## config.mk

```make
export PLATFORM = sky130hd
export DESIGN_NAME = indent_aware_token_lexer_top
export DESIGN_NICKNAME = d
export VERILOG_FILES = /design/src/ial_pkg.sv /design/src/ial_queue.sv /design/src/ial_front.sv /design/src/ial_back.sv /design/src/indent_aware_token_lexer_top.sv
export SDC_FILE = /design/constraint.sdc
export NUM_CORES = 1
export LEC_CHECK = 0
export ABC_AREA = 1
export BUFFER_PORTS_ARGS = -buffer_cell sky130_fd_sc_hd__buf_2
export CAP_MARGIN = 20
export CORE_ASPECT_RATIO = 0.8
export CORE_MARGIN = 10
export CORE_UTILIZATION = 35
export DETAILED_ROUTE_END_ITERATION = 6
export PLACE_DENSITY_LB_ADDON = 0.25
export SLEW_MARGIN = 10
export SYNTH_ARGS = -nofsm -noshare
export SYNTH_HDL_FRONTEND = slang
export SYNTH_SLANG_ARGS = --single-unit
```

## constraint.sdc

```tcl
create_clock -name i_clk -period 14.6 [get_ports i_clk]
set_input_delay 2.92 -clock i_clk [delete_from_list [all_inputs] [get_ports i_clk]]
set_output_delay 2.92 -clock i_clk [all_outputs]
set_load 0.05 [all_outputs]
```

## src/ial_pkg.sv

```systemverilog
// Shared types, codes and lookup functions of the indent-aware token lexer.
package ial_pkg;

    localparam int STACK_DEPTH_DEF = 16;
    localparam int LINE_BITS_DEF   = 16;
    localparam int QUEUE_DEPTH     = 4;

    // Result kinds
    localparam logic [1:0] K_TEXT   = 2'd0;
    localparam logic [1:0] K_RECORD = 2'd1;
    localparam logic [1:0] K_ERROR  = 2'd2;

    // Error codes
    localparam logic [1:0] E_UNTERM  = 2'd0;
    localparam logic [1:0] E_BANG    = 2'd1;
    localparam logic [1:0] E_UNKNOWN = 2'd2;
    localparam logic [1:0] E_STACK   = 2'd3;

    // Token types
    localparam logic [5:0] TK_INDENT  = 6'd0;
    localparam logic [5:0] TK_DEDENT  = 6'd1;
    localparam logic [5:0] TK_NEWLINE = 6'd2;
    localparam logic [5:0] TK_NUMBER  = 6'd3;
    localparam logic [5:0] TK_STRING  = 6'd4;
    localparam logic [5:0] TK_IDENT   = 6'd5;
    localparam logic [5:0] TK_KW_BASE = 6'd6;
    localparam logic [5:0] TK_ASSIGN  = 6'd21;
    localparam logic [5:0] TK_EQUAL   = 6'd22;
    localparam logic [5:0] TK_NOTEQ   = 6'd23;
    localparam logic [5:0] TK_LT      = 6'd24;
    localparam logic [5:0] TK_LE      = 6'd25;
    localparam logic [5:0] TK_GT      = 6'd26;
    localparam logic [5:0] TK_GE      = 6'd27;
    localparam logic [5:0] TK_PLUS    = 6'd28;
    localparam logic [5:0] TK_MINUS   = 6'd29;
    localparam logic [5:0] TK_STAR    = 6'd30;
    localparam logic [5:0] TK_SLASH   = 6'd31;
    localparam logic [5:0] TK_LPAREN  = 6'd32;
    localparam logic [5:0] TK_RPAREN  = 6'd33;
    localparam logic [5:0] TK_LBRACK  = 6'd34;
    localparam logic [5:0] TK_RBRACK  = 6'd35;
    localparam logic [5:0] TK_COMMA   = 6'd36;
    localparam logic [5:0] TK_EOF     = 6'd37;

    // Source bytes of interest
    localparam logic [7:0] CH_NL     = 8'h0A;
    localparam logic [7:0] CH_TAB    = 8'h09;
    localparam logic [7:0] CH_VT     = 8'h0B;
    localparam logic [7:0] CH_FF     = 8'h0C;
    localparam logic [7:0] CH_CR     = 8'h0D;
    localparam logic [7:0] CH_SPACE  = 8'h20;
    localparam logic [7:0] CH_BANG   = 8'h21;
    localparam logic [7:0] CH_QUOTE  = 8'h22;
    localparam logic [7:0] CH_HASH   = 8'h23;
    localparam logic [7:0] CH_DOT    = 8'h2E;
    localparam logic [7:0] CH_LT     = 8'h3C;
    localparam logic [7:0] CH_EQ     = 8'h3D;
    localparam logic [7:0] CH_GT     = 8'h3E;
    localparam logic [7:0] CH_BSLASH = 8'h5C;
    localparam logic [7:0] CH_LOW_N  = 8'h6E;
    localparam logic [7:0] CH_LOW_T  = 8'h74;

    localparam int KW_COUNT = 15;
    localparam logic [47:0] KW_TEXT [KW_COUNT] = '{
        48'("Print"), 48'("If"), 48'("Elif"), 48'("Else"), 48'("While"),
        48'("For"), 48'("To"), 48'("Func"), 48'("Return"), 48'("End"),
        48'("And"), 48'("Or"), 48'("Not"), 48'("True"), 48'("False")
    };
    localparam logic [2:0] KW_LEN [KW_COUNT] = '{
        3'd5, 3'd2, 3'd4, 3'd4, 3'd5, 3'd3, 3'd2, 3'd4, 3'd6, 3'd3,
        3'd3, 3'd2, 3'd3, 3'd4, 3'd5
    };

    typedef enum logic [3:0] {
        CL_EOS, CL_NL, CL_SP, CL_WS, CL_DIGIT, CL_ALPHA, CL_QUOTE, CL_HASH,
        CL_EQ, CL_BANG, CL_LT, CL_GT, CL_SINGLE, CL_DOT, CL_BAD
    } t_cls;

    typedef enum logic [3:0] {
        MD_NONE, MD_IDENT, MD_NUMBER, MD_STRING, MD_ESC,
        MD_EQ, MD_BANG, MD_LT, MD_GT
    } t_mode;

    typedef enum logic [3:0] {
        ST_IDLE, ST_FEED, ST_OP2, ST_OP3, ST_DISP, ST_DED, ST_TOK, ST_NL2,
        ST_NL3, ST_SGL, ST_FIN, ST_FIN2, ST_UNW, ST_RST, ST_DONE
    } t_state;

    typedef struct packed {
        logic [7:0] ch;
        t_cls       cls;
    } t_item;

    typedef struct packed {
        logic [1:0] kind;
        logic [5:0] ttype;
        logic [7:0] tbyte;
        logic [6:0] ind;
        logic [1:0] err;
    } t_result;

    // Sort one byte into the class the lexer branches on
    function automatic t_cls classify(input logic [7:0] c);
        t_cls r;
        if (c == 8'd0) r = CL_EOS;
        else if (c == CH_NL) r = CL_NL;
        else if (c == CH_SPACE) r = CL_SP;
        else if (c == CH_TAB || c == CH_CR || c == CH_VT || c == CH_FF) r = CL_WS;
        else if (c >= "0" && c <= "9") r = CL_DIGIT;
        else if ((c >= "a" && c <= "z") || (c >= "A" && c <= "Z") || c == "_")
            r = CL_ALPHA;
        else if (c == CH_QUOTE) r = CL_QUOTE;
        else if (c == CH_HASH) r = CL_HASH;
        else if (c == CH_EQ) r = CL_EQ;
        else if (c == CH_BANG) r = CL_BANG;
        else if (c == CH_LT) r = CL_LT;
        else if (c == CH_GT) r = CL_GT;
        else if (c == CH_DOT) r = CL_DOT;
        else if (c == "+" || c == "-" || c == "*" || c == "/" || c == "(" ||
                 c == ")" || c == "[" || c == "]" || c == ",") r = CL_SINGLE;
        else r = CL_BAD;
        return r;
    endfunction

    // Token type of a one-byte operator
    function automatic logic [5:0] single_type(input logic [7:0] c);
        logic [5:0] r;
        case (c)
            "+":     r = TK_PLUS;
            "-":     r = TK_MINUS;
            "*":     r = TK_STAR;
            "/":     r = TK_SLASH;
            "(":     r = TK_LPAREN;
            ")":     r = TK_RPAREN;
            "[":     r = TK_LBRACK;
            "]":     r = TK_RBRACK;
            default: r = TK_COMMA;
        endcase
        return r;
    endfunction

    // Keyword lookup on the kept word prefix
    function automatic logic [5:0] kw_type(input logic [47:0] wp, input logic [2:0] wl);
        logic [5:0] r;
        r = TK_IDENT;
        for (int k = KW_COUNT - 1; k >= 0; k--) begin
            if (KW_LEN[k] == wl && KW_TEXT[k] == wp) r = TK_KW_BASE + 6'(k);
        end
        return r;
    endfunction

endpackage

```

## src/ial_queue.sv

```systemverilog
// Short byte queue between the lexer front and back.
module ial_queue #(
    parameter int DEPTH = ial_pkg::QUEUE_DEPTH
) (
    input  logic           i_clk,
    input  logic           i_rst_n,
    input  logic           i_push,
    input  ial_pkg::t_item i_item,
    output logic           o_full,
    input  logic           i_pop,
    output logic           o_valid,
    output ial_pkg::t_item o_item
);
    localparam int AW = (DEPTH > 1) ? $clog2(DEPTH) : 1;

    ial_pkg::t_item r_mem [DEPTH];
    logic [AW:0] r_wr, r_rd;
    logic [AW:0] w_cnt;

    assign w_cnt   = r_wr - r_rd;
    assign o_full  = (w_cnt == (AW + 1)'(DEPTH));
    assign o_valid = (w_cnt != '0);
    assign o_item  = r_mem[r_rd[AW-1:0]];

    // Advance pointers
    always_ff @(posedge i_clk) begin
        if (!i_rst_n) begin
            r_wr <= '0;
            r_rd <= '0;
        end else begin
            if (i_push) r_wr <= (r_wr[AW-1:0] == AW'(DEPTH - 1)) ?
                                {~r_wr[AW], {AW{1'b0}}} : r_wr + 1'b1;
            if (i_pop) r_rd <= (r_rd[AW-1:0] == AW'(DEPTH - 1)) ?
                               {~r_rd[AW], {AW{1'b0}}} : r_rd + 1'b1;
        end
    end

    // Store item
    always_ff @(posedge i_clk) begin
        if (i_push) r_mem[r_wr[AW-1:0]] <= i_item;
    end
endmodule

```

## src/ial_front.sv

```systemverilog
// Input side of the lexer: accept bytes, classify them and queue them.
module ial_front (
    input  logic           i_clk,
    input  logic           i_rst_n,
    input  logic           i_valid,
    output logic           o_ready,
    input  logic [7:0]     i_ch,
    input  logic           i_pop,
    output logic           o_valid,
    output ial_pkg::t_item o_item
);
    logic           w_full;
    logic           w_push;
    ial_pkg::t_item w_item;

    // Classify the incoming byte
    assign w_item.ch  = i_ch;
    assign w_item.cls = ial_pkg::classify(i_ch);
    assign o_ready    = !w_full;
    assign w_push     = i_valid && !w_full;

    ial_queue #(.DEPTH(ial_pkg::QUEUE_DEPTH)) u_queue (
        .i_clk   (i_clk),
        .i_rst_n (i_rst_n),
        .i_push  (w_push),
        .i_item  (w_item),
        .o_full  (w_full),
        .i_pop   (i_pop),
        .o_valid (o_valid),
        .o_item  (o_item)
    );
endmodule

```

## src/ial_back.sv

```systemverilog
// Lexer sequencer: carry out one queued byte at a time, each state giving at most one result.
module ial_back #(
    parameter int STACK_DEPTH = ial_pkg::STACK_DEPTH_DEF,
    parameter int LINE_BITS   = ial_pkg::LINE_BITS_DEF
) (
    input  logic                 i_clk,
    input  logic                 i_rst_n,
    input  logic                 i_q_valid,
    input  ial_pkg::t_item       i_q_item,
    output logic                 o_pop,
    output logic                 o_valid,
    input  logic                 i_ready,
    output ial_pkg::t_result     o_res,
    output logic [LINE_BITS-1:0] o_line,
    output logic                 o_last
);
    localparam int SW = $clog2(STACK_DEPTH);
    localparam int TW = $clog2(STACK_DEPTH + 1);
    localparam logic [LINE_BITS-1:0] LINE_TOP = '1;

    ial_pkg::t_state r_state, n_state;
    ial_pkg::t_mode  r_mode, n_mode;
    logic [7:0]      r_ch;
    ial_pkg::t_cls   r_cls;
    logic            r_als, n_als, r_cmt, n_cmt, r_halt, n_halt;
    logic [7:0]      r_spc, n_spc;
    logic [6:0]      r_stk [STACK_DEPTH];
    logic [TW-1:0]   r_top, n_top;
    logic [6:0]      r_cur, n_cur;
    logic [LINE_BITS-1:0] r_line, n_line;
    logic [47:0]     r_wp, n_wp;
    logic [2:0]      r_wl, n_wl;

    ial_pkg::t_result r_pend, r_out, e_res;
    logic [LINE_BITS-1:0] r_pline;
    logic            r_pv, r_ov, r_olast, e_v;
    logic            w_can_out, w_adv, w_push;

    logic [6:0]      w_lvl, w_topval;
    logic            w_gt, w_lt, w_full, w_ded, w_idch, w_numch, w_is_eq;
    logic [7:0]      w_first, w_esc;
    logic [5:0]      w_one, w_two, w_kw;

    assign w_lvl    = r_spc[7:1];
    assign w_topval = (r_top == TW'(1)) ? 7'd0 : r_stk[SW'(r_top - TW'(1))];
    assign w_gt     = w_lvl > w_topval;
    assign w_lt     = w_lvl < w_topval;
    assign w_full   = r_top >= TW'(STACK_DEPTH);
    assign w_ded    = (r_top > TW'(1)) && w_lt;
    assign w_idch   = (r_cls == ial_pkg::CL_ALPHA) || (r_cls == ial_pkg::CL_DIGIT);
    assign w_numch  = (r_cls == ial_pkg::CL_DIGIT) || (r_cls == ial_pkg::CL_DOT);
    assign w_is_eq  = (r_cls == ial_pkg::CL_EQ);
    assign w_kw     = ial_pkg::kw_type(r_wp, r_wl);
    assign w_esc    = (r_ch == ial_pkg::CH_LOW_N) ? ial_pkg::CH_NL :
                      (r_ch == ial_pkg::CH_LOW_T) ? ial_pkg::CH_TAB : r_ch;

    // Pick operator bytes and types of the pending comparison
    always_comb begin
        case (r_mode)
            ial_pkg::MD_LT: begin
                w_first = ial_pkg::CH_LT; w_one = ial_pkg::TK_LT; w_two = ial_pkg::TK_LE;
            end
            ial_pkg::MD_GT: begin
                w_first = ial_pkg::CH_GT; w_one = ial_pkg::TK_GT; w_two = ial_pkg::TK_GE;
            end
            ial_pkg::MD_BANG: begin
                w_first = ial_pkg::CH_BANG; w_one = ial_pkg::TK_NOTEQ;
                w_two = ial_pkg::TK_NOTEQ;
            end
            default: begin
                w_first = ial_pkg::CH_EQ; w_one = ial_pkg::TK_ASSIGN;
                w_two = ial_pkg::TK_EQUAL;
            end
        endcase
    end

    assign w_can_out = !r_ov || i_ready;
    always_comb begin
        case (r_state)
            ial_pkg::ST_IDLE: w_adv = i_q_valid;
            ial_pkg::ST_DONE: w_adv = !r_pv || w_can_out;
            default:          w_adv = !e_v || !r_pv || w_can_out;
        endcase
    end
    assign o_pop  = (r_state == ial_pkg::ST_IDLE) && i_q_valid;
    assign w_push = e_v && w_adv && (r_state != ial_pkg::ST_DONE);

    // Next state
    always_comb begin
        n_state = r_state;
        case (r_state)
            ial_pkg::ST_IDLE: n_state = ial_pkg::ST_FEED;
            ial_pkg::ST_FEED: begin
                if (r_cls == ial_pkg::CL_EOS) n_state = r_halt ? ial_pkg::ST_RST : ial_pkg::ST_FIN;
                else if (r_halt) n_state = ial_pkg::ST_DONE;
                else begin
                    case (r_mode)
                        ial_pkg::MD_STRING, ial_pkg::MD_ESC: n_state = ial_pkg::ST_DONE;
                        ial_pkg::MD_IDENT:  n_state = w_idch ? ial_pkg::ST_DONE : ial_pkg::ST_DISP;
                        ial_pkg::MD_NUMBER: n_state = w_numch ? ial_pkg::ST_DONE : ial_pkg::ST_DISP;
                        ial_pkg::MD_EQ, ial_pkg::MD_LT, ial_pkg::MD_GT: n_state = ial_pkg::ST_OP2;
                        ial_pkg::MD_BANG:   n_state = w_is_eq ? ial_pkg::ST_OP2 : ial_pkg::ST_DONE;
                        default:            n_state = ial_pkg::ST_DISP;
                    endcase
                end
            end
            ial_pkg::ST_OP2: n_state = w_is_eq ? ial_pkg::ST_OP3 : ial_pkg::ST_DISP;
            ial_pkg::ST_OP3: n_state = ial_pkg::ST_DONE;
            ial_pkg::ST_DISP: begin
                if (r_cls == ial_pkg::CL_HASH || r_cmt) n_state = ial_pkg::ST_DONE;
                else if (r_als && r_cls != ial_pkg::CL_NL) begin
                    if (r_cls == ial_pkg::CL_SP) n_state = ial_pkg::ST_DONE;
                    else if (w_gt) n_state = w_full ? ial_pkg::ST_DONE : ial_pkg::ST_TOK;
                    else if (w_lt) n_state = ial_pkg::ST_DED;
                    else n_state = ial_pkg::ST_TOK;
                end else n_state = ial_pkg::ST_TOK;
            end
            ial_pkg::ST_DED: n_state = w_ded ? ial_pkg::ST_DED : ial_pkg::ST_TOK;
            ial_pkg::ST_TOK: begin
                if (r_cls == ial_pkg::CL_NL) n_state = ial_pkg::ST_NL2;
                else if (r_cls == ial_pkg::CL_SINGLE) n_state = ial_pkg::ST_SGL;
                else n_state = ial_pkg::ST_DONE;
            end
            ial_pkg::ST_NL2: n_state = ial_pkg::ST_NL3;
            ial_pkg::ST_NL3: n_state = ial_pkg::ST_DONE;
            ial_pkg::ST_SGL: n_state = ial_pkg::ST_DONE;
            ial_pkg::ST_FIN: begin
                case (r_mode)
                    ial_pkg::MD_STRING, ial_pkg::MD_ESC, ial_pkg::MD_BANG:
                        n_state = ial_pkg::ST_RST;
                    ial_pkg::MD_EQ, ial_pkg::MD_LT, ial_pkg::MD_GT: n_state = ial_pkg::ST_FIN2;
                    default: n_state = ial_pkg::ST_UNW;
                endcase
            end
            ial_pkg::ST_FIN2: n_state = ial_pkg::ST_UNW;
            ial_pkg::ST_UNW:  n_state = (r_top > TW'(1)) ? ial_pkg::ST_UNW : ial_pkg::ST_RST;
            ial_pkg::ST_RST:  n_state = ial_pkg::ST_DONE;
            ial_pkg::ST_DONE: n_state = ial_pkg::ST_IDLE;
            default:          n_state = ial_pkg::ST_IDLE;
        endcase
    end

    // Result produced in this state
    always_comb begin
        e_v         = 1'b0;
        e_res.kind  = ial_pkg::K_TEXT;
        e_res.ttype = ial_pkg::TK_INDENT;
        e_res.tbyte = 8'd0;
        e_res.ind   = r_cur;
        e_res.err   = ial_pkg::E_UNTERM;
        case (r_state)
            ial_pkg::ST_FEED: begin
                if (r_cls != ial_pkg::CL_EOS && !r_halt) begin
                    case (r_mode)
                        ial_pkg::MD_STRING: begin
                            if (r_cls == ial_pkg::CL_QUOTE) begin
                                e_v = 1'b1; e_res.kind = ial_pkg::K_RECORD;
                                e_res.ttype = ial_pkg::TK_STRING;
                            end else if (r_ch != ial_pkg::CH_BSLASH) begin
                                e_v = 1'b1; e_res.ttype = ial_pkg::TK_STRING;
                                e_res.tbyte = r_ch;
                            end
                        end
                        ial_pkg::MD_ESC: begin
                            e_v = 1'b1; e_res.ttype = ial_pkg::TK_STRING; e_res.tbyte = w_esc;
                        end
                        ial_pkg::MD_IDENT: begin
                            e_v = 1'b1;
                            if (w_idch) begin
                                e_res.ttype = ial_pkg::TK_IDENT; e_res.tbyte = r_ch;
                            end else begin
                                e_res.kind = ial_pkg::K_RECORD; e_res.ttype = w_kw;
                            end
                        end
                        ial_pkg::MD_NUMBER: begin
                            e_v = 1'b1; e_res.ttype = ial_pkg::TK_NUMBER;
                            if (w_numch) e_res.tbyte = r_ch;
                            else e_res.kind = ial_pkg::K_RECORD;
                        end
                        ial_pkg::MD_EQ, ial_pkg::MD_LT, ial_pkg::MD_GT: begin
                            e_v = 1'b1; e_res.tbyte = w_first;
                            e_res.ttype = w_is_eq ? w_two : w_one;
                        end
                        ial_pkg::MD_BANG: begin
                            e_v = 1'b1;
                            if (w_is_eq) begin
                                e_res.ttype = ial_pkg::TK_NOTEQ; e_res.tbyte = w_first;
                            end else begin
                                e_res.kind = ial_pkg::K_ERROR; e_res.ind = 7'd0;
                                e_res.err = ial_pkg::E_BANG;
                            end
                        end
                        default: e_v = 1'b0;
                    endcase
                end
            end
            ial_pkg::ST_OP2: begin
                e_v = 1'b1;
                if (w_is_eq) begin
                    e_res.ttype = w_two; e_res.tbyte = ial_pkg::CH_EQ;
                end else begin
                    e_res.kind = ial_pkg::K_RECORD; e_res.ttype = w_one;
                end
            end
            ial_pkg::ST_OP3: begin
                e_v = 1'b1; e_res.kind = ial_pkg::K_RECORD; e_res.ttype = w_two;
            end
            ial_pkg::ST_DISP: begin
                if (r_cls != ial_pkg::CL_HASH && !r_cmt && r_als &&
                    r_cls != ial_pkg::CL_NL && r_cls != ial_pkg::CL_SP && w_gt) begin
                    e_v = 1'b1;
                    if (w_full) begin
                        e_res.kind = ial_pkg::K_ERROR; e_res.ind = 7'd0;
                        e_res.err = ial_pkg::E_STACK;
                    end else begin
                        e_res.kind = ial_pkg::K_RECORD; e_res.ttype = ial_pkg::TK_INDENT;
                        e_res.ind = w_lvl;
                    end
                end
            end
            ial_pkg::ST_DED: begin
                if (w_ded) begin
                    e_v = 1'b1; e_res.kind = ial_pkg::K_RECORD;
                    e_res.ttype = ial_pkg::TK_DEDENT; e_res.ind = w_lvl;
                end
            end
            ial_pkg::ST_TOK: begin
                case (r_cls)
                    ial_pkg::CL_NL: begin
                        e_v = 1'b1; e_res.ttype = ial_pkg::TK_NEWLINE;
                        e_res.tbyte = ial_pkg::CH_BSLASH;
                    end
                    ial_pkg::CL_DIGIT: begin
                        e_v = 1'b1; e_res.ttype = ial_pkg::TK_NUMBER; e_res.tbyte = r_ch;
                    end
                    ial_pkg::CL_ALPHA: begin
                        e_v = 1'b1; e_res.ttype = ial_pkg::TK_IDENT; e_res.tbyte = r_ch;
                    end
                    ial_pkg::CL_SINGLE: begin
                        e_v = 1'b1; e_res.ttype = ial_pkg::single_type(r_ch);
                        e_res.tbyte = r_ch;
                    end
                    ial_pkg::CL_BAD, ial_pkg::CL_DOT: begin
                        e_v = 1'b1; e_res.kind = ial_pkg::K_ERROR; e_res.ind = 7'd0;
                        e_res.err = ial_pkg::E_UNKNOWN;
                    end
                    default: e_v = 1'b0;
                endcase
            end
            ial_pkg::ST_NL2: begin
                e_v = 1'b1; e_res.ttype = ial_pkg::TK_NEWLINE; e_res.tbyte = ial_pkg::CH_LOW_N;
            end
            ial_pkg::ST_NL3: begin
                e_v = 1'b1; e_res.kind = ial_pkg::K_RECORD; e_res.ttype = ial_pkg::TK_NEWLINE;
            end
            ial_pkg::ST_SGL: begin
                e_v = 1'b1; e_res.kind = ial_pkg::K_RECORD;
                e_res.ttype = ial_pkg::single_type(r_ch);
            end
            ial_pkg::ST_FIN: begin
                case (r_mode)
                    ial_pkg::MD_IDENT: begin
                        e_v = 1'b1; e_res.kind = ial_pkg::K_RECORD; e_res.ttype = w_kw;
                    end
                    ial_pkg::MD_NUMBER: begin
                        e_v = 1'b1; e_res.kind = ial_pkg::K_RECORD;
                        e_res.ttype = ial_pkg::TK_NUMBER;
                    end
                    ial_pkg::MD_STRING, ial_pkg::MD_ESC: begin
                        e_v = 1'b1; e_res.kind = ial_pkg::K_ERROR; e_res.ind = 7'd0;
                        e_res.err = ial_pkg::E_UNTERM;
                    end
                    ial_pkg::MD_BANG: begin
                        e_v = 1'b1; e_res.kind = ial_pkg::K_ERROR; e_res.ind = 7'd0;
                        e_res.err = ial_pkg::E_BANG;
                    end
                    ial_pkg::MD_EQ, ial_pkg::MD_LT, ial_pkg::MD_GT: begin
                        e_v = 1'b1; e_res.ttype = w_one; e_res.tbyte = w_first;
                    end
                    default: e_v = 1'b0;
                endcase
            end
            ial_pkg::ST_FIN2: begin
                e_v = 1'b1; e_res.kind = ial_pkg::K_RECORD; e_res.ttype = w_one;
            end
            ial_pkg::ST_UNW: begin
                e_v = 1'b1; e_res.kind = ial_pkg::K_RECORD; e_res.ind = 7'd0;
                e_res.ttype = (r_top > TW'(1)) ? ial_pkg::TK_DEDENT : ial_pkg::TK_EOF;
            end
            default: e_v = 1'b0;
        endcase
    end

    // Lexer state updates
    always_comb begin
        n_mode = r_mode; n_als = r_als; n_cmt = r_cmt; n_halt = r_halt;
        n_spc = r_spc; n_top = r_top; n_cur = r_cur; n_line = r_line;
        n_wp = r_wp; n_wl = r_wl;
        case (r_state)
            ial_pkg::ST_FEED: begin
                if (r_cls != ial_pkg::CL_EOS && !r_halt) begin
                    case (r_mode)
                        ial_pkg::MD_STRING: begin
                            if (r_ch == ial_pkg::CH_BSLASH) n_mode = ial_pkg::MD_ESC;
                            else if (r_cls == ial_pkg::CL_QUOTE) n_mode = ial_pkg::MD_NONE;
                        end
                        ial_pkg::MD_ESC: n_mode = ial_pkg::MD_STRING;
                        ial_pkg::MD_IDENT: begin
                            if (w_idch) begin
                                if (r_wl < 3'd6) n_wp = {r_wp[39:0], r_ch};
                                if (r_wl < 3'd7) n_wl = r_wl + 3'd1;
                            end else n_mode = ial_pkg::MD_NONE;
                        end
                        ial_pkg::MD_NUMBER: if (!w_numch) n_mode = ial_pkg::MD_NONE;
                        ial_pkg::MD_BANG: begin
                            if (!w_is_eq) begin
                                n_halt = 1'b1; n_mode = ial_pkg::MD_NONE;
                            end
                        end
                        default: n_mode = r_mode;
                    endcase
                end
            end
            ial_pkg::ST_OP2: if (!w_is_eq) n_mode = ial_pkg::MD_NONE;
            ial_pkg::ST_OP3: n_mode = ial_pkg::MD_NONE;
            ial_pkg::ST_DISP: begin
                if (r_cls == ial_pkg::CL_HASH) begin
                    n_cmt = !r_cmt;
                    if (r_als) n_spc = 8'd0;
                end else if (r_cmt) begin
                    if (r_cls == ial_pkg::CL_NL) begin
                        if (r_line < LINE_TOP) n_line = r_line + 1'b1;
                        n_als = 1'b1; n_spc = 8'd0;
                    end
                end else if (r_als && r_cls != ial_pkg::CL_NL) begin
                    if (r_cls == ial_pkg::CL_SP) begin
                        if (r_spc != 8'hFF) n_spc = r_spc + 8'd1;
                    end else if (w_gt) begin
                        if (w_full) n_halt = 1'b1;
                        else begin
                            n_top = r_top + TW'(1); n_cur = w_lvl; n_als = 1'b0;
                        end
                    end else if (!w_lt) begin
                        n_cur = w_lvl; n_als = 1'b0;
                    end
                end
            end
            ial_pkg::ST_DED: begin
                if (w_ded) n_top = r_top - TW'(1);
                else begin
                    n_cur = w_lvl; n_als = 1'b0;
                end
            end
            ial_pkg::ST_TOK: begin
                case (r_cls)
                    ial_pkg::CL_DIGIT: n_mode = ial_pkg::MD_NUMBER;
                    ial_pkg::CL_QUOTE: n_mode = ial_pkg::MD_STRING;
                    ial_pkg::CL_ALPHA: begin
                        n_mode = ial_pkg::MD_IDENT; n_wp = {40'd0, r_ch}; n_wl = 3'd1;
                    end
                    ial_pkg::CL_EQ:   n_mode = ial_pkg::MD_EQ;
                    ial_pkg::CL_BANG: n_mode = ial_pkg::MD_BANG;
                    ial_pkg::CL_LT:   n_mode = ial_pkg::MD_LT;
                    ial_pkg::CL_GT:   n_mode = ial_pkg::MD_GT;
                    ial_pkg::CL_BAD, ial_pkg::CL_DOT: n_halt = 1'b1;
                    default: n_mode = r_mode;
                endcase
            end
            ial_pkg::ST_NL3: begin
                if (r_line < LINE_TOP) n_line = r_line + 1'b1;
                n_als = 1'b1; n_spc = 8'd0;
            end
            ial_pkg::ST_UNW: if (r_top > TW'(1)) n_top = r_top - TW'(1);
            ial_pkg::ST_RST: begin
                n_mode = ial_pkg::MD_NONE; n_als = 1'b1; n_cmt = 1'b0; n_halt = 1'b0;
                n_spc = 8'd0; n_top = TW'(1); n_cur = 7'd0;
                n_line = LINE_BITS'(1); n_wp = 48'd0; n_wl = 3'd0;
            end
            default: n_mode = r_mode;
        endcase
    end

    // Advance control and lexer registers
    always_ff @(posedge i_clk) begin
        if (!i_rst_n) begin
            r_state <= ial_pkg::ST_IDLE;
            r_mode  <= ial_pkg::MD_NONE;
            r_als   <= 1'b1;
            r_cmt   <= 1'b0;
            r_halt  <= 1'b0;
            r_spc   <= 8'd0;
            r_top   <= TW'(1);
            r_cur   <= 7'd0;
            r_line  <= LINE_BITS'(1);
            r_wp    <= 48'd0;
            r_wl    <= 3'd0;
        end else if (w_adv) begin
            r_state <= n_state;
            r_mode  <= n_mode;
            r_als   <= n_als;
            r_cmt   <= n_cmt;
            r_halt  <= n_halt;
            r_spc   <= n_spc;
            r_top   <= n_top;
            r_cur   <= n_cur;
            r_line  <= n_line;
            r_wp    <= n_wp;
            r_wl    <= n_wl;
        end
    end

    // Latch the byte and push indent levels
    always_ff @(posedge i_clk) begin
        if (o_pop) begin
            r_ch  <= i_q_item.ch;
            r_cls <= i_q_item.cls;
        end
        if (w_adv && r_state == ial_pkg::ST_DISP && n_top != r_top)
            r_stk[SW'(r_top)] <= w_lvl;
    end

    // Hold one result back so the last flag is known, then register it out
    always_ff @(posedge i_clk) begin
        if (!i_rst_n) begin
            r_pv <= 1'b0;
            r_ov <= 1'b0;
        end else if (r_state == ial_pkg::ST_DONE && r_pv && w_can_out) begin
            r_ov <= 1'b1;
            r_pv <= 1'b0;
        end else if (w_push) begin
            r_pv <= 1'b1;
            if (r_pv) r_ov <= 1'b1;
            else if (i_ready) r_ov <= 1'b0;
        end else if (i_ready) begin
            r_ov <= 1'b0;
        end
    end

    always_ff @(posedge i_clk) begin
        if (r_state == ial_pkg::ST_DONE && r_pv && w_can_out) begin
            r_out   <= r_pend;
            o_line  <= r_pline;
            r_olast <= 1'b1;
        end else if (w_push) begin
            if (r_pv) begin
                r_out   <= r_pend;
                o_line  <= r_pline;
                r_olast <= 1'b0;
            end
            r_pend  <= e_res;
            r_pline <= r_line;
        end
    end

    assign o_valid = r_ov;
    assign o_res   = r_out;
    assign o_last  = r_olast;
endmodule

```

## src/indent_aware_token_lexer_top.sv

```systemverilog
// Top level of the indent-aware token lexer.
//
//  channel  | valid    | ready    | payload
//  ---------+----------+----------+--------------------------------------------
//  source   | i_valid  | o_ready  | i_ch
//  results  | o_valid  | i_ready  | o_kind o_token_type o_text_byte o_line
//           |          |          | o_indent o_error_code o_last
//
// A byte runs from IDLE via FEED to DONE; dedent runs and the end-of-source
// unwind repeat per DEDENT, one result a cycle unless the result side stalls.
// The sequencer handling one byte at a time sets the rate; a four-entry queue
// lets the source side run ahead. Reset is synchronous, active low, and returns
// the lexer to line start, line 1. A stalled result side holds the sequencer;
// the queue keeps taking bytes until it is full.
module indent_aware_token_lexer_top #(
    parameter int STACK_DEPTH = ial_pkg::STACK_DEPTH_DEF,
    parameter int LINE_BITS   = ial_pkg::LINE_BITS_DEF
) (
    input  logic                 i_clk,
    input  logic                 i_rst_n,
    input  logic                 i_valid,
    output logic                 o_ready,
    input  logic [7:0]           i_ch,
    output logic                 o_valid,
    input  logic                 i_ready,
    output logic [1:0]           o_kind,
    output logic [5:0]           o_token_type,
    output logic [7:0]           o_text_byte,
    output logic [LINE_BITS-1:0] o_line,
    output logic [6:0]           o_indent,
    output logic [1:0]           o_error_code,
    output logic                 o_last
);
    logic             w_pop, w_qv;
    ial_pkg::t_item   w_item;
    ial_pkg::t_result w_res;

    ial_front u_front (
        .i_clk   (i_clk),
        .i_rst_n (i_rst_n),
        .i_valid (i_valid),
        .o_ready (o_ready),
        .i_ch    (i_ch),
        .i_pop   (w_pop),
        .o_valid (w_qv),
        .o_item  (w_item)
    );

    ial_back #(.STACK_DEPTH(STACK_DEPTH), .LINE_BITS(LINE_BITS)) u_back (
        .i_clk     (i_clk),
        .i_rst_n   (i_rst_n),
        .i_q_valid (w_qv),
        .i_q_item  (w_item),
        .o_pop     (w_pop),
        .o_valid   (o_valid),
        .i_ready   (i_ready),
        .o_res     (w_res),
        .o_line    (o_line),
        .o_last    (o_last)
    );

    assign o_kind       = w_res.kind;
    assign o_token_type = w_res.ttype;
    assign o_text_byte  = w_res.tbyte;
    assign o_indent     = w_res.ind;
    assign o_error_code = w_res.err;
endmodule
```

# Yosys cells after proc, flatten, opt, wreduce, memory -nomap -nowiden
# Memory sizes are Yosys's and may differ from the RTL's. A register that Yosys moved wholly into a read port is not among the register bits.
# Cells that the tools add are included.
[totals]
regBits = 189
ramBits = 160
out_inout_bits = 44
elab_cells = 489
n_memories = 2
[classes]
add_sub_neg = 8
magnitude_cmp = 13
n_eq_ne = 136
n_mux = 196
bitwise = 4
n_reduce_logical = 102
[mem_list]
columns = ["name", "words", "width", "read_ports", "rd_ports_with_merged_regs", "wr", "line_no", "text"]
rows = [
  ["u_back.r_stk", 16, 7, 1, 0, 1, "ial_back.sv:27", "logic [6:0] r_stk [STACK_DEPTH];"],
  ["u_front.u_queue.r_mem", 4, 12, 1, 1, 1, "ial_queue.sv:16", "ial_pkg::t_item r_mem [DEPTH];"],
]
[ops]
columns = ["op", "n"]
rows = [
  ["$mux W48", 5],
  ["$eq A23 B48 Y1 const A", 4],
  ["$eq A31 B48 Y1 const A", 4],
  ["$eq A8 B6 Y1 const B", 21],
  ["$eq A15 B48 Y1 const A", 3],
  ["$eq A39 B48 Y1 const A", 3],
  ["$pmux W48 S3", 1],
  ["$mux W4", 31],
  ["$mux W5", 24],
  ["$mux W16", 7],
  ["$mux W8", 13],
  ["$mux W25", 4],
  ["$mux W7", 12],
  ["$pmux W14 S6", 1],
  ["$pmux W6 S11", 1],
  ["$eq A8 B7 Y1 const B", 8],
  ["$eq A4 B4 Y1 const B", 15],
  ["$pmux W14 S4", 1],
  ["$eq A4 B3 Y1 const B", 12],
  ["$eq A47 B48 Y1 const A", 1],
  ["$pmux W16 S3", 1],
  ["$pmux W6 S8", 1],
  ["$pmux W4 S11", 1],
  ["$pmux W7 S6", 1],
  ["87 further kinds", 284],
]

# Longest topological paths before layout
# Gate-level depths: netlist (run 1).
[logic_depth]
depth_word = 23
depth_mapped = 28
mapped_depth_nobuf = 23

# Modules after synthesis
# From an unflattened synthesis (run 1), not the netlist that was laid out.
[unflattened]
cells_unflattened = 2151
hier_area_um2 = 18435.2
[by_module_without_submodules]
columns = ["mod", "n_inst", "cells_per_inst", "area_per_inst_um2", "seq_area_each_um2"]
rows = [
  ["ial_back", 1, 1882, 15811.4, 8207.9],
  ["ial_queue", 1, 192, 2297.2, 1601.5],
  ["ial_front", 1, 77, 326.6, 0.0],
]

# Least setup slack after synthesis (run 1)
# Ideal clock, no wire load.
[synth_path]
path_type = "reg2reg"
from = "register u_back.r_top[0]"
to = "register u_back.r_pend[0] in the netlist's numbering (enable)"
arrival_time_ns = 4.815
required_ns = 14.204
slack_ns = 9.389
stages_incl_launch_ff = 25
path_buffers = 5
path_cell_list = "dfxtp_1 -> clkbuf_1 -> inv_2 -> clkbuf_1 -> ha_1 -> clkbuf_1 -> inv_1 -> clkbuf_1 -> a21oi_1 -> a22oi_1 -> a221oi_1 -> or3b_2 -> ha_1 -> nand2_1 -> inv_1 -> a21oi_1 -> nand2_1 -> nand4_1 -> nand2_1 -> inv_2 -> nand3_2 -> a21oi_4 -> buf_2 -> nand2_1 -> inv_1"
[synth_between]
elab_chain_cells = 14
elab_cells_between_ends = 19
[synth_lines]
columns = ["item", "line_no", "text"]
rows = [
  ["from (decl)", "ial_back.sv:28", "logic [TW-1:0] r_top, n_top;"],
  ["from (signal assigned)", "ial_back.sv:404", "r_top <= n_top;"],
  ["$sub A5 B1 Y5", "ial_back.sv:45", "assign w_topval = (r_top == TW'(1)) ? 7'd0 : r_stk[SW'(r_top - TW'(1))];"],
  ["$mem_v2 Z16 W7", "--", ""],
  ["$mux W7", "ial_back.sv:45", ""],
  ["$lt A7 B7 Y1 or $gt A7 B7 Y1 (tied branches)", "ial_back.sv:47, ial_back.sv:46", ""],
  ["$logic_and A1 B1 Y1, on equally long branches", "ial_back.sv:49, ial_back.sv:210", ""],
  ["$mux W1, on equally long branches", "ial_back.sv:222, ial_back.sv:209", ""],
  ["$pmux W1 S6 *", "ial_back.sv:151", "case (r_state)"],
  ["$logic_not A1 Y1", "ial_back.sv:82", "default: w_adv = !e_v || !r_pv || w_can_out;"],
  ["$logic_or A1 B1 Y1 (2 in a row)", "ial_back.sv:82", ""],
  ["$pmux W1 S2", "ial_back.sv:79", "case (r_state)"],
  ["$logic_and A1 B1 Y1 * (2 in a row)", "ial_back.sv:86", "assign w_push = e_v && w_adv && (r_state != ial_pkg::ST_DONE);"],
  ["$reduce_and A2 Y1 (no line) *", "--", ""],
  ["to (signal assigned)", "ial_back.sv:450", "r_pend <= e_res;"],
  ["to (decl)", "ial_back.sv:34", "ial_pkg::t_result r_pend, r_out, e_res;"],
]
# Every way passes the cells marked *; elsewhere a longest branch is shown, timed or not.
# A chain may end at the register's enable or synchronous reset.

# Worst setup path in the final report (run 1)
[layout_path]
from = "register u_back.r_top[0]"
to = "memory u_back.r_stk[1][6] (enable)"
[layout_between]
elab_chain_cells = 15
elab_cells_between_ends = 32
[layout_lines]
columns = ["item", "line_no"]
rows = [
  ["parallel branches: the longest is 15 deep, another holds $mem_v2 Z16 W7", "--"],
  ["to (decl)", "ial_back.sv:27"],
]
# Several ways; the timed one is not identified.

==> results.json, run 1 <==
{
  "setup_viol": 0,
  "syn_avg_cell_area_sq_um": 8.53,
  "layout_min_cycle_time_ns": 6.10,
  "slew_headroom_pct": 27.7,
  "ys_types": 55,
  "hpwl_mm": 38.3,
  "antenna_found_initial": 1,
  "fin_ws_ns": 8.50,
  "period_share_pct": 41.8,
  "ys.flop_type": "edfxtp_1",
  "startpoint_type": "register",
  "drtIter0Drc": 1694,
  "num_io_pins": 56,
  "cts-resized-gates": 0,
  "drc": 3,
  "synth_cells": 2125,
  "most-common-layout-cells": "411 x nand2_1, 363 x nor2_1, 254 x edfxtp_1",
  "synthesis.nets": 2162,
  "diodes": 0,
  "cts_tree": "yes",
  "fp-row-count": 74,
  "die_width_um": 274,
  "maxSlewViolCount": 0,
  "crit_arrival_ns": 6.30,
  "wire_per_inst_um": 18.8,
  "ctsRootBufferMaster": "clkbuf_16",
  "grt_pass1_wl_mm": 84.2,
  "worstPathRequired_ns": 14.80,
  "p_leak_uw": 0.00823,
  "r2r-end": "u_back.r_stk[1][6]$_DFFE_PP_",
  "die_area_sq_um": 61400,
  "ant_nets": 0,
  "hold_buffers": 0,
  "cts.sinks": 361,
  "drive_above_1_share_pct": 9.22,
  "grt_pass1_vias": 14140,
  "fillers": 5115,
  "multi_input_area_sq_um": 7160,
  "drtPass1Iterations": 7,
  "rr_worst_depth": 23,
  "max_freq_mhz": 164,
  "max_cap_violations": 0,
  "synth_edf_count": 254,
  "syn_area_sq_um": 18100,
  "startpoint": "u_back.r_top[0]$_SDFFE_PN1N_",
  "die_h_um": 224,
  "cellPowerDensity_nw_per_um2": 194,
  "whs_ns": 0.417,
  "hold_path_class": "register to register",
  "nets": 2208,
  "crit_end": "u_back.r_stk[1][6]$_DFFE_PP_",
  "dpl.cell_count": 2812,
  "regToRegStartpoint": "u_back.r_top[0]$_SDFFE_PN1N_",
  "numCtsBuffers": 39,
  "cp_max_fo": 61,
  "layout_commonest_cell": "nand2_1",
  "viasPerCell": 5.34,
  "critPathKind": "register to register",
  "pre_cts_slack_ns": 8.27,
  "regArea_sq_um": 9770,
  "overflow": 0,
  "vias": 15398,
  "hold_violations": 0,
  "grt_max_degree": 93,
  "yosys_warnings": 0,
  "wirelength_mm": 54.3,
  "core_area_sq_um": 51100,
  "worst_clock_skew_ns": 0.0310,
  "endpoint_kind": "register",
  "start_util_pct": 35.5,
  "rrSetupSlack_ns": 8.50,
  "cts_buffer_depth": 3,
  "grtUsageTotal_pct": 17.3,
  "ys_seq_elements": 361,
  "htree_num_levels": 2,
  "worstMarginPinSlew_ns": 1.08,
  "cts_setup_buffers": 0,
  "area_delta_synth_final_pct": 13.0,
  "yosysSeqAreaShare_pct": 53.9,
  "place.gp.congestion": 0.977,
  "synthArstFlopShare_pct": 0,
  "status": "complete, but fails checks",
  "rsz0062_at_grt": "no",
  "path_clk_slew_ns": 0.07,
  "clk_latency_ns": 0.57,
  "finalSetupTns_ns": 0,
  "irDropWorstVdd_mv": 0.0817,
  "violations": "DRC",
  "port_buffers": 55,
  "final_cells": 2886
}
[registers in the layout, indices dropped and copies added (netlist names), 4 cells and up]
| signal | flops |
|---|---|
| u_back.o_line | 16 |
| u_back.r_cls | 4 |
| u_back.r_line | 16 |
| u_back.r_mode | 4 |
| u_back.o_res | 25 |
| u_back.r_wp | 48 |
| u_back.r_pend | 25 |
| u_back.r_pline | 16 |
| u_back.r_ch | 8 |
| u_back.r_top | 5 |
| u_back.r_stk | 112 |
| u_back.r_state | 4 |
| u_back.r_spc | 8 |
| u_back.r_cur | 7 |
| u_front.u_queue.r_mem | 48 |
[metal layers]
metal	part of all wire [%]	GRT usage, %	up-vias
met2	40	23.6	594
li1	-	-	7387
met1	50	26.9	7350
met3	8.6	3.65	67
met4	1.5	4.05	0
met5	0	0	-
[cells in the mapped netlist, types with 9 or more instances]
| cell type | count | area, sq um |
|---|---|---|
| a211oi_1 | 10 | 75.1 |
| a21oi_1 | 125 | 626 |
| a221oi_1 | 16 | 140 |
| a22oi_1 | 15 | 113 |
| a31oi_1 | 9 | 56.3 |
| buf_2 | 13 | 65.1 |
| clkbuf_1 | 48 | 180 |
| dfxtp_1 | 107 | 2140 |
| edfxtp_1 | 254 | 7630 |
| ha_1 | 25 | 313 |
| inv_1 | 210 | 788 |
| inv_2 | 21 | 78.8 |
| nand2_1 | 412 | 1550 |
| nand3_1 | 94 | 470 |
| nand4_1 | 65 | 407 |
| nor2_1 | 363 | 1360 |
| nor2_2 | 9 | 56.3 |
| nor3_1 | 48 | 240 |
| nor4_1 | 12 | 75.1 |
| o211ai_1 | 13 | 97.6 |
| o21ai_0 | 89 | 445 |
| o21ai_1 | 51 | 255 |
| o22ai_1 | 17 | 106 |
| xor2_1 | 13 | 114 |
[cell families (layout without fill, tap and decap cells)]
kind of cell	count (synthesis)	in the layout	synth area share, %
flip-flops	361	361	53.9
buffers and inverters	305	382	6.69
AND/OR/NAND/NOR	1037	1037	24.5
AO/OA/AOI/OAI	380	380	12.4
adder cells (fa/ha/maj)	25	25	1.72
XOR/XNOR	17	17	0.821
[where the power goes]
group | switching, uW | internal [uW]
Sequential | 105 | 1380
Clock | 425 | 625
Combinational | 1060 | 386
[area by class of cell]
class,count,area share [%]
multi-input combinational,1459,34.9
tap,684,4.18
clock inverter,26,1.57
clock buffer,46,5.09
timing repair buffer,79,2.32
inverter,231,4.23
sequential,361,47.7
[critical path: stages, from the launching register on]
cell	delay [ns]
dfxtp_2	0.31
buf_4	0.47
inv_2	0.07
ha_1	0.53
inv_1	0.42
buf_16	0.23
a21oi_1	0.06
a22oi_1	0.22
a221oi_1	0.11
or3b_2	0.50
ha_1	0.33
nand2_1	0.10
inv_1	0.05
a21oi_1	0.24
nand2_1	0.20
nand4_1	0.16
nand2_1	0.07
inv_2	0.06
nand3_2	0.12
nand2_4	0.14
nand2_2	0.17
nor2_1	0.26
nand2_1	0.29
nor2_1	0.56
[metrics by stage]
| step | util (%) | total power, uW | instance area [sq um] |
|---|---|---|---|
| after floorplan | - | 2490 | 18100 |
| after global placement | 37.4 | 2920 | 19100 |
| after detailed placement | 37.4 | 2920 | 19100 |
| after CTS | 40.0 | 3990 | 20500 |
| after global routing | 40.1 | 4230 | 20500 |
| final | 40.1 | 3980 | 20500 |
[how the worst min path moves through the flow]
stage,cells after the start,startpoint,slack (ns),to
finish,0,u_back.r_pline[10]$_DFFE_PP_,0.42,u_back.o_line[10]$_DFFE_PP_
global route,0,u_back.r_pline[2]$_DFFE_PP_,0.42,u_back.o_line[2]$_DFFE_PP_
CTS,0,u_back.r_pline[2]$_DFFE_PP_,0.42,u_back.o_line[2]$_DFFE_PP_
detailed placement,0,u_back.r_pline[10]$_DFFE_PP_,0.40,u_back.o_line[10]$_DFFE_PP_
global placement,0,u_back.r_pline[5]$_DFFE_PP_,0.40,u_back.o_line[5]$_DFFE_PP_
floorplan,0,u_back.r_pline[0]$_DFFE_PP_,0.40,u_back.o_line[0]$_DFFE_PP_
Power figures use the tool's default switching activity.
==> inputs of run 2 (changes only) <==
==> constraint.sdc (replaced) <==
create_clock -name i_clk -period 5.4 [get_ports i_clk]
set_input_delay 1.08 -clock i_clk [delete_from_list [all_inputs] [get_ports i_clk]]
set_output_delay 1.08 -clock i_clk [all_outputs]
set_load 0.05 [all_outputs]
==> results.json, run 2 (synthesis gave the netlist of run 1 again) <==
{
  "status": "finished clean",
  "drc": 0,
  "layout_commonest_cell": "nand2_1",
  "critPathKind": "register to register",
  "most-common-layout-cells": "411 x nand2_1, 350 x nor2_1, 254 x edfxtp_1",
  "cts.sinks": 361,
  "ant_nets": 0,
  "core_area_sq_um": 51100,
  "cts_setup_buffers": 0,
  "vias": 15369,
  "maxSlewViolCount": 0,
  "die_width_um": 274,
  "port_buffers": 55,
  "cts_buffer_depth": 3,
  "startpoint_type": "register",
  "grt_max_degree": 65,
  "hold_path_class": "register to register",
  "regMostFlops": "u_back.r_stk",
  "worst_clock_skew_ns": 0.0269,
  "cellPowerDensity_nw_per_um2": 523,
  "p_leak_uw": 0.00825,
  "cts_tree": "yes",
  "place.gp.congestion": 0.980,
  "hold_buffers": 0,
  "hpwl_mm": 39.0,
  "grt_pass1_wl_mm": 83.0,
  "slew_headroom_pct": 30.8,
  "grtUsageTotal_pct": 17.1,
  "start_util_pct": 35.5,
  "period_share_pct": 95.9,
  "setup_viol": 0,
  "cts-resized-gates": 0,
  "irDropWorstVdd_mv": 0.245,
  "num_io_pins": 56,
  "die_area_sq_um": 61400,
  "max_freq_mhz": 193,
  "viasPerCell": 5.31,
  "rsz0062_at_grt": "yes",
  "max_cap_violations": 0,
  "worstPathRequired_ns": 5.61,
  "numCtsBuffers": 40,
  "overflow": 0,
  "dpl.cell_count": 2821,
  "layout_min_cycle_time_ns": 5.18,
  "wire_per_inst_um": 18.6,
  "nets": 2217,
  "total_power_uw": 10800,
  "hold_violations": 0,
  "cp_max_fo": 14,
  "grt_pass1_vias": 14255,
  "rrSetupSlack_ns": 0.22,
  "path_clk_slew_ns": 0.06,
  "diodes": 0,
  "drtIter0Drc": 1704,
  "die_h_um": 224,
  "fp-row-count": 74,
  "ctsRootBufferMaster": "clkbuf_16",
  "crit_arrival_ns": 5.39,
  "htree_num_levels": 2,
  "clk_latency_ns": 0.57,
  "drtPass1Iterations": 5,
  "wirelength_mm": 53.8,
  "drive_above_1_share_pct": 9.82,
  "antenna_found_initial": 0,
  "worstMarginPinSlew_ns": 1.04,
  "endpoint_kind": "register",
  "fillers": 5108,
  "final_cells": 2893,
  "largest_register_ffs": 112,
  "area_delta_synth_final_pct": 13.7
}
-- run 2: cell types whose count changed in the layout (fill, tap and decap cells not counted), moves of 2 or more --
cell,before,now
nor2_4,2,10
nor2_1,363,350
clkinv_4,2,0
clkinv_2,6,4
inv_6,5,1
clkinv_1,3,8
buf_4,23,30
nor2_2,9,14
-- run 2: area by class of cell --
cell class              count  area [sq um]  area share, %
repair buffers             87           532           2.58
flip-flops and latches    361          9770           47.4
clock inverters            23           278           1.35
well taps                 684           856           4.15
inverters                 231           867           4.21
clock buffers              48          1070           5.20
multi-input cells        1459          7230           35.1
-- run 2: per-layer routing --
layer / share of wire [%] / routed length (um) / global-route usage [%]
met4: 1.9 / 1050 / 4.00
met1: 49 / 26600 / 26.1
met3: 8.9 / 4810 / 4.23
met5: 0 / 0 / 0
met2: 40 / 21400 / 23.6
-- run 2: path summary, 6_finish.rpt --
path                                   endpoint                         start  depth (start not counted)
setup / recovery  u_back.r_stk[13][4]$_DFFE_PP_  u_back.r_top[1]$_SDFFE_PN0N_                         22
hold / removal      u_back.o_line[15]$_DFFE_PP_  u_back.r_pline[15]$_DFFE_PP_                          0
setup reg to reg  u_back.r_stk[13][4]$_DFFE_PP_  u_back.r_top[1]$_SDFFE_PN0N_                         22
hold reg to reg     u_back.o_line[15]$_DFFE_PP_  u_back.r_pline[15]$_DFFE_PP_                          0
-- run 2: critical path: stages (launching register included) --
cell and delay, ns:
dfxtp_1 0.47, inv_1 0.12, ha_1 0.30, inv_1 0.20, buf_4 0.25, a21oi_1 0.06
a22oi_1 0.27, a221oi_1 0.12, or3b_2 0.50, ha_1 0.33, nand2_1 0.09, inv_1 0.05
a21oi_1 0.22, nand2_1 0.16, nand4_1 0.15, nand2_1 0.08, inv_2 0.06, nand3_2 0.11
nand2_4 0.14, nand2_2 0.16, nor2_1 0.23, nand2_1 0.33, nor2_2 0.41
-- run 2: metrics by stage --
stage,instance area [sq um],hold slack [ns],TNS [ns],util [%],worst slack (ns)
global route,20600,0.422,-9.63,40.3,-0.156
CTS,20500,0.414,0,40.2,0.177
detailed placement,19200,0.405,0,37.5,0.195
finish,20600,0.410,0,40.3,0.220
global placement,19200,0.400,0,37.5,0.384
floorplan,18100,0.400,0,-,0.189
-- run 2: power breakdown --
| group | leakage (uW) | switching (uW) | internal [uW] | total, uW |
|---|---|---|---|---|
| Combinational | 0.00432 | 2890 | 1070 | 3960 |
| Sequential | 0.00329 | 285 | 3720 | 4000 |
| Clock | 0.000650 | 1110 | 1700 | 2820 |
| Total | 0.00825 | 4290 | 6490 | 10800 |
